<file path="src/hw/rtl/assert_macros.svh">
// ----------------------------------------------------------------------------
// assert_macros.svh
// Concurrent assertion shorthands shared by the RTL.
// ----------------------------------------------------------------------------
`ifndef ASSERT_MACROS_SVH
`define ASSERT_MACROS_SVH

// Same-cycle implication.
`define ASSERT_IMPLIES(label, clk, rst, ante, cons) \
  label: assert property (@(posedge clk) disable iff (rst) (ante) |-> (cons)) \
    else $error("assertion failed: same-cycle implication");

// Next-cycle implication.
`define ASSERT_NEXT(label, clk, rst, ante, cons) \
  label: assert property (@(posedge clk) disable iff (rst) (ante) |=> (cons)) \
    else $error("assertion failed: next-cycle implication");

`endif

</file>
<file path="src/hw/rtl/tcw_pkg.sv">
// ----------------------------------------------------------------------------
// tcw_pkg
// Shared types and constants of the text console writer.
// ----------------------------------------------------------------------------
`timescale 1ns / 1ps

package tcw_pkg;

  localparam int MAX_COLS_DEF = 128;
  localparam int MAX_ROWS_DEF = 64;

  localparam int REQ_W      = 3;
  localparam int CHAR_W     = 8;
  localparam int COL_W      = 7;
  localparam int ROW_W      = 6;
  localparam int ATTR_W     = 8;
  localparam int CELL_W     = CHAR_W + ATTR_W;
  localparam int CFG_IDX_W  = 2;
  localparam int CFG_DATA_W = 8;
  // cursor and sweep coordinates, wide enough for any register value
  localparam int X_W        = 8;
  localparam int Y_W        = 7;

  localparam logic [CHAR_W-1:0] NEWLINE_CODE = 8'd10;

  localparam logic [7:0] COLUMNS_RST = 8'd80;
  localparam logic [6:0] ROWS_RST    = 7'd30;
  localparam logic [7:0] ATTR_RST    = 8'd15;

  typedef enum logic [REQ_W-1:0] {
    REQ_PRINT  = 3'd0,
    REQ_SET    = 3'd1,
    REQ_CLEAR  = 3'd2,
    REQ_SCROLL = 3'd3,
    REQ_READ   = 3'd4
  } req_t;

  typedef enum logic [CFG_IDX_W-1:0] {
    CFG_COLUMNS = 2'd0,
    CFG_ROWS    = 2'd1,
    CFG_ATTR    = 2'd2
  } cfg_idx_t;

  typedef enum logic [2:0] {
    ST_INIT,
    ST_IDLE,
    ST_EXEC,
    ST_READ,
    ST_COPY,
    ST_FILL,
    ST_CLEAR
  } state_t;

  typedef enum logic [2:0] {
    OP_NONE,
    OP_INIT,
    OP_ACCEPT,
    OP_EXEC,
    OP_READ,
    OP_COPY,
    OP_FILL,
    OP_CLEAR
  } op_t;

  typedef struct packed {
    op_t  op;
    logic finish;
  } cmd_t;

  typedef struct packed {
    logic [REQ_W-1:0] req;
    logic             print_scroll;
    logic             pos_ok;
    logic             sweep_last;
    logic             single_row;
  } stat_t;

endpackage

</file>
<file path="src/hw/rtl/tcw_ctrl.sv">
// ----------------------------------------------------------------------------
// tcw_ctrl
// Request sequencer: reset clear, request decode, scroll and clear sweeps.
// ----------------------------------------------------------------------------
`timescale 1ns / 1ps

module tcw_ctrl (
  input  logic          clk,
  input  logic          rst,
  input  logic          start,
  input  tcw_pkg::stat_t stat,
  output tcw_pkg::cmd_t  cmd,
  output logic          busy
);

  tcw_pkg::state_t state, state_next;

  always_ff @(posedge clk) begin
    if (rst) begin
      state <= tcw_pkg::ST_INIT;
    end else begin
      state <= state_next;
    end
  end

  always_comb begin
    state_next = state;
    cmd.op     = tcw_pkg::OP_NONE;
    cmd.finish = 1'b0;
    busy       = (state != tcw_pkg::ST_IDLE);
    case (state)
      tcw_pkg::ST_INIT: begin
        cmd.op = tcw_pkg::OP_INIT;
        if (stat.sweep_last) begin
          state_next = tcw_pkg::ST_IDLE;
        end
      end
      tcw_pkg::ST_IDLE: begin
        if (start) begin
          cmd.op     = tcw_pkg::OP_ACCEPT;
          state_next = tcw_pkg::ST_EXEC;
        end
      end
      tcw_pkg::ST_EXEC: begin
        cmd.op = tcw_pkg::OP_EXEC;
        case (stat.req)
          tcw_pkg::REQ_PRINT: begin
            if (stat.print_scroll) begin
              state_next = stat.single_row ? tcw_pkg::ST_FILL : tcw_pkg::ST_COPY;
            end else begin
              cmd.finish = 1'b1;
              state_next = tcw_pkg::ST_IDLE;
            end
          end
          tcw_pkg::REQ_CLEAR: begin
            state_next = tcw_pkg::ST_CLEAR;
          end
          tcw_pkg::REQ_SCROLL: begin
            state_next = stat.single_row ? tcw_pkg::ST_FILL : tcw_pkg::ST_COPY;
          end
          tcw_pkg::REQ_READ: begin
            if (stat.pos_ok) begin
              state_next = tcw_pkg::ST_READ;
            end else begin
              cmd.finish = 1'b1;
              state_next = tcw_pkg::ST_IDLE;
            end
          end
          default: begin
            cmd.finish = 1'b1;
            state_next = tcw_pkg::ST_IDLE;
          end
        endcase
      end
      tcw_pkg::ST_READ: begin
        cmd.op     = tcw_pkg::OP_READ;
        cmd.finish = 1'b1;
        state_next = tcw_pkg::ST_IDLE;
      end
      tcw_pkg::ST_COPY: begin
        cmd.op = tcw_pkg::OP_COPY;
        if (stat.sweep_last) begin
          state_next = tcw_pkg::ST_FILL;
        end
      end
      tcw_pkg::ST_FILL: begin
        cmd.op = tcw_pkg::OP_FILL;
        if (stat.sweep_last) begin
          cmd.finish = 1'b1;
          state_next = tcw_pkg::ST_IDLE;
        end
      end
      tcw_pkg::ST_CLEAR: begin
        cmd.op = tcw_pkg::OP_CLEAR;
        if (stat.sweep_last) begin
          cmd.finish = 1'b1;
          state_next = tcw_pkg::ST_IDLE;
        end
      end
      default: begin
        state_next = tcw_pkg::ST_INIT;
      end
    endcase
  end

endmodule

</file>
<file path="config.mk">
export PLATFORM = sky130hd
export DESIGN_NAME = tcw_ctrl
export DESIGN_NICKNAME = d
export VERILOG_FILES = /design/src/hw/rtl/assert_macros.svh /design/src/hw/rtl/tcw_pkg.sv /design/src/hw/rtl/tcw_ctrl.sv
export SDC_FILE = /design/constraint.sdc
export NUM_CORES = 1
export LEC_CHECK = 0
export ABC_AREA = 1
export BUFFER_PORTS_ARGS = -buffer_cell sky130_fd_sc_hd__buf_2
export CORE_AREA = 5 5 42 44
export DETAILED_ROUTE_END_ITERATION = 12
export DIE_AREA = 0 0 47 49
export SETUP_SLACK_MARGIN = 0.3
export SLEW_MARGIN = 20
export SYNTH_ARGS = -nofsm -noshare
export SYNTH_HDL_FRONTEND = slang
export SYNTH_SLANG_ARGS = --single-unit
</file>
<file path="constraint.sdc">
create_clock -name clk -period 1.65 [get_ports clk]
set_clock_uncertainty 0.05 [all_clocks]
set_input_delay 0.0825 -clock clk [delete_from_list [all_inputs] [get_ports clk]]
set_output_delay 0.0825 -clock clk [all_outputs]
set_load 0.03 [all_outputs]
</file>
==> metrics.cfg, run 1 <==
[global_route]
gr-total-overflow = 0
grt_max_degree = 9
track_usage = 0.09725
grt_pass1_wl_um = 1683
antenna_found_initial = 0
grt_pass1_vias = 431

[timing]
period_share = 0.8015
clock.fmax_ghz = 0.7561
fin_crit_ns = 1.322
worst_pin_slew_ns = 0.2017
rsz0062_at_grt = yes
setup_viol = 0
max_slew_margin = 0.8645
whs_ns = 0.09594
hold_violations = 0
drv_slew = 0
fin_setup_tns_ns = 0

[cells_and_area]
fillers = 159
regMostFlops = state
final_core_util = 0.3857
nets = 97
largest_reg_flops = 3
multiInputGateArea_sq_um = 270.3
seq_area_sq_um = 68.82
drive_gt1_frac = 0.3953
layout_common_cells = nand2_1 (18), buf_2 (12), inv_1 (9)
antennaDiodeCount = 0
area_growth_pct = 50.00
layout_commonest_cell = nand2_1
reg.largest.list = state x3
final_cells = 102

[setup_path]
critPathCaptureType = output port
r2r-start = state[1]$_SDFFE_PP0P_
critPathCapture = cmd[0]
worstSetupStartpointType = flip-flop
worst_ep_required_time_ns = 1.52
rr_endpoint = state[2]$_SDFFE_PP0P_
crit_start = state[1]$_SDFFE_PP0P_
arrival_ns = 1.19
rr_worst_depth = 7
critPathKind = flip-flop to output port
critPathMaxFanout = 6
rrSetupSlack_ns = 0.42

[logic_synthesis]
synth_cells = 65
yosysSeqAreaShare = 0.1667
avgSynthCellArea_sq_um = 5.544
ys_ff_latch = 3
ys_warn_count = 0
syn-cell-area_sq_um = 360.3
synth_nets = 75
yosysUniqueCellTypes = 19

[pwr]
switching_share = 0.4949
p_clk_frac = 0.190
power_frac_seq = 0.213
power.switching_w = 0.0003574
p_leak_nw = 0.2696
power.density_nw_per_um2 = 1336
p_int_w = 0.0003647
ir_drop_uv = 648.3
p_comb_frac = 0.597
total_power_w = 0.0007220

[placed_design]
placed_cells = 94
hpwl_um = 728.4
routabilityCongestion = 0.7539
portBuffers = 14

[clock_network]
cts.sinks = 3
root_buffer = clkbuf_4
htreeDepth = 1
cts.clk_slew.worst_paths_ns = 0.04
cts_tree = done
clock_latency_ns = 0.24
cts_buffers = 3
cts.path.max_buffers = 2

[floorplan]
die_y_um = 49
core_sq_um = 1401
pin_count = 15
fp.dieW_um = 47
rows = 14
start_util = 0.2571
dieArea_sq_um = 2303

[routing]
vias = 461
routed_via_density = 4.520
drt-pass1-iter-count = 3
drtIter0Drc = 6
post_drt_wl_per_cell_um = 9.098
totalWireLength_um = 928
ant_nets = 0
route.detailed.drc = 0

[outcome]
status = finished, final reports clean

[run]
maxCapViolCount = 0

[worst_hold_path]
hold_path_class = input pin to flip-flop

[cell usage after synthesis]
cell type	count	area, sq um
nor2_2	2	12.51
nor3_2	1	10.01
buf_2	1	5.000
inv_2	2	7.510
a21oi_2	1	8.760
o21ai_1	1	5.000
dfxtp_1	3	60.06
nand3_1	6	30.03
nand3_2	1	10.01
o21ai_0	2	10.01
nand4_1	1	6.260
nand2_1	18	67.56
a21oi_1	4	20.02
inv_1	9	33.78
nor3_1	4	20.02
nor2_1	5	18.77
nor2_4	2	22.52
o22ai_1	1	6.260
nand2_2	1	6.260
[worst max-delay path, cell delays in order (launching register included)]
cell	delay, ns
dfxtp_4	0.39
inv_4	0.06
nor3_4	0.19
o21ai_1	0.09
nand3_1	0.09
buf_6	0.13
[metrics by stage]
stage	area (sq um)	setup slack, ns
after global placement	450.4	0.3502
after global routing	540.5	0.2613
final	540.5	0.3275
after detailed placement	450.4	0.3562
after floorplan	365.4	0.3643
after CTS	509.2	0.3168
[per-layer routing]
layer  GRT usage  part of all wire  vias up
met5           0                 0        -
met3     0.02214             0.058        2
met2      0.1312              0.43       12
li1            -                 -      252
met4     0.05530             0.022        0
met1      0.1366              0.49      195
[power groups by stage]
stage | clock network [W] | logic [W] | registers (W)
4_1_cts | 0.000142 | 0.000391 | 0.000153
3_3_place_gp | 0 | 0.000373 | 0.000134
3_5_place_dp | 0 | 0.000372 | 0.000134
2_1_floorplan | 0 | 0.000295 | 0.000124
6_report | 0.000137 | 0.000431 | 0.000153
5_1_grt | 0.000150 | 0.000484 | 0.000158
[how the worst min path moves through the flow]
stage,startpoint,to,depth (start not counted)
after global routing,stat[1],state[2]$_SDFFE_PP0P_,4
after global placement,rst,state[0]$_SDFFE_PP0P_,2
after detailed placement,rst,state[1]$_SDFFE_PP0P_,2
after floorplan,rst,state[0]$_SDFFE_PP0P_,1
final,stat[1],state[2]$_SDFFE_PP0P_,4
after CTS,stat[1],state[2]$_SDFFE_PP0P_,4
[what timing repair did]
action                                  CTS  global route
hold buffers                              1             0
setup buffers                             0             3
endpoints found under the setup margin    3             2
resized for setup                         9             4
hold endpoints to repair                  3             0
pin swaps                                 0             1
[layout make-up]
| class | instances | area share |
|---|---|---|
| timing repair buffer | 18 | 0.2060 |
| tap | 16 | 0.03704 |
| inverter | 11 | 0.08102 |
| sequential | 3 | 0.1273 |
| clock buffer | 4 | 0.04861 |
| multi-input combinational | 50 | 0.5000 |
[logic make-up (layout without fill, tap and decap cells)]
logic type | Yosys count | count (layout) | share of synthesized area
and+or+nand+nor | 41 | 41 | 0.5660
buffers and inverters | 12 | 33 | 0.1285
AOI/OAI and AO/OA | 9 | 9 | 0.1389
DFF | 3 | 3 | 0.1667
(Power assumes the default switching activity.)
==> run 2, diff against run 1 <==
clock period = 1.28 ns   (was 1.65 ns; I/O delays follow)
==> metrics.cfg, run 2 (synthesized netlist as in run 1, its figures left out) <==
[outcome]
status = finished, final reports clean

[setup_path]
worst_ep_required_time_ns = 1.17
critPathKind = flip-flop to output port
critPathMostFrequentCell = nand2_1
critPathCaptureType = output port
critical_path.max_stage_delay_ns = 0.41
crit_start = state[0]$_SDFFE_PP0P_
critPathCapture = cmd[0]
path_cells = inv_2 > nand3_1 > nand2_1 > nand2_1 > nand3_2 > buf_6
critPathMaxFanout = 6
arrival_ns = 1.15
worstSetupStartpointType = flip-flop
rr_endpoint = state[2]$_SDFFE_PP0P_
r2r-start = state[1]$_SDFFE_PP0P_
rr_worst_depth = 7
slowest_stage = dfxtp_4
rrSetupSlack_ns = 0.08

[cells_and_area]
reg.largest.list = state x3
layout_commonest_cell = nand2_1
antennaDiodeCount = 0
fillers = 152
regMostFlops = state
final_core_util = 0.4491
largest_reg_flops = 3
area_growth_pct = 74.65
nets = 100
layout_common_cells = nand2_1 (17), buf_2 (9), buf_6 (8)
drive_gt1_frac = 0.5056

[timing]
worst_pin_slew_ns = 0.2205
fin_crit_ns = 1.264
setup_viol = 0
rsz0062_at_grt = yes
hold_violations = 0
period_share = 0.9872
clock.fmax_ghz = 0.7914
drv_slew = 0
setup_slack_ns = 0.01637
max_slew_margin = 0.8519

[global_route]
antenna_found_initial = 0
gr-total-overflow = 0
grt_max_degree = 9
track_usage = 0.1090
grt_pass1_vias = 488
grt_pass1_wl_um = 1911

[floorplan]
start_util = 0.2571
fp.dieW_um = 47
core_sq_um = 1401
rows = 14
die_y_um = 49
pin_count = 15
dieArea_sq_um = 2303

[pwr]
p_leak_nw = 0.3124
ir_drop_uv = 879.5
power.density_nw_per_um2 = 1657

[placed_design]
portBuffers = 14
routabilityCongestion = 0.7895
post-place-ws_ns = 0.04146
hpwl_um = 747.9

[clock_network]
cts.path.max_buffers = 2
root_buffer = clkbuf_4
cts.sinks = 3
cts_buffers = 3
cts.clk_slew.worst_paths_ns = 0.04
htreeDepth = 1
cts_tree = done
clock_latency_ns = 0.23

[routing]
route.detailed.drc = 0
vias = 475
ant_nets = 0
post_drt_wl_per_cell_um = 9.333
drt-pass1-iter-count = 4
drtIter0Drc = 12
totalWireLength_um = 980
routed_via_density = 4.524

[run]
maxCapViolCount = 0

[worst_hold_path]
hold_path_class = input pin to flip-flop

[run 2: cell count changes in the layout (fill, tap and decap cells not counted), moves of 3 or more]
cell | before | now
inv_2 | 1 | 4
buf_6 | 1 | 8
buf_2 | 12 | 9
inv_1 | 9 | 5
[run 2: final cells by class]
type / instances / area (sq um) / area share
Inverter: 11 / 46.29 / 0.07356
Multi-Input combinational cell: 50 / 297.8 / 0.4732
Tap cell: 16 / 20.02 / 0.03181
Sequential cell: 3 / 71.32 / 0.1133
Timing Repair Buffer: 21 / 167.7 / 0.2664
Clock buffer: 4 / 26.28 / 0.04175
[run 2: repair_timing]
action	CTS	global route
resized for setup	21	5
hold buffers	1	0
endpoints found under the hold margin	3	0
setup endpoints to repair	8	8
buffers inserted	5	0
pin swaps	10	3
[run 2: stage by stage]
| stage | setup TNS [ns] | std cells | power, W | area, sq um | hold slack, ns |
|---|---|---|---|---|---|
| global placement | 0 | 95 | 0.0007203 | 483.0 | 0.1992 |
| global route | -0.2222 | 105 | 0.001141 | 629.4 | 0.1065 |
| floorplan | 0 | 65 | 0.0005986 | 396.6 | 0.07336 |
| detailed placement | 0 | 95 | 0.0007194 | 483.0 | 0.2011 |
| finish | 0 | 105 | 0.001043 | 629.4 | 0.09179 |
| CTS | -0.01702 | 105 | 0.001032 | 610.6 | 0.07356 |
[run 2: report_power, final]
| part | switching, W | internal [W] | total, W |
|---|---|---|---|
| Sequential | 0.0000747 | 0.000131 | 0.000205 |
| Clock | 0.0000475 | 0.000117 | 0.000164 |
| Combinational | 0.000368 | 0.000305 | 0.000673 |
| Total | 0.000490 | 0.000553 | 0.00104 |
[run 2: critical path: cells and delay by family, from the launching register on]
| kind | cells | cell delay (ns) |
|---|---|---|
| buf+inv | 2 | 0.20 |
| simple gates | 4 | 0.31 |
| flops | 1 | 0.41 |
[run 2: worst min-delay path by stage]
stage	startpoint	depth (start not counted)	endpoint
global route	stat[1]	4	state[2]$_SDFFE_PP0P_
floorplan	rst	1	state[0]$_SDFFE_PP0P_
global placement	rst	2	state[0]$_SDFFE_PP0P_
CTS	stat[1]	4	state[2]$_SDFFE_PP0P_
detailed placement	rst	2	state[0]$_SDFFE_PP0P_
finish	stat[1]	4	state[2]$_SDFFE_PP0P_
[run 2: layer usage]
| layer | track usage | vias to the layer above | wire length (um) |
|---|---|---|---|
| met5 | 0 | - | 0 |
| met4 | 0.04147 | 0 | 0 |
| met3 | 0.03690 | 0 | 78 |
| met2 | 0.1516 | 17 | 468 |
| met1 | 0.1510 | 197 | 433 |
| li1 | - | 261 | - |
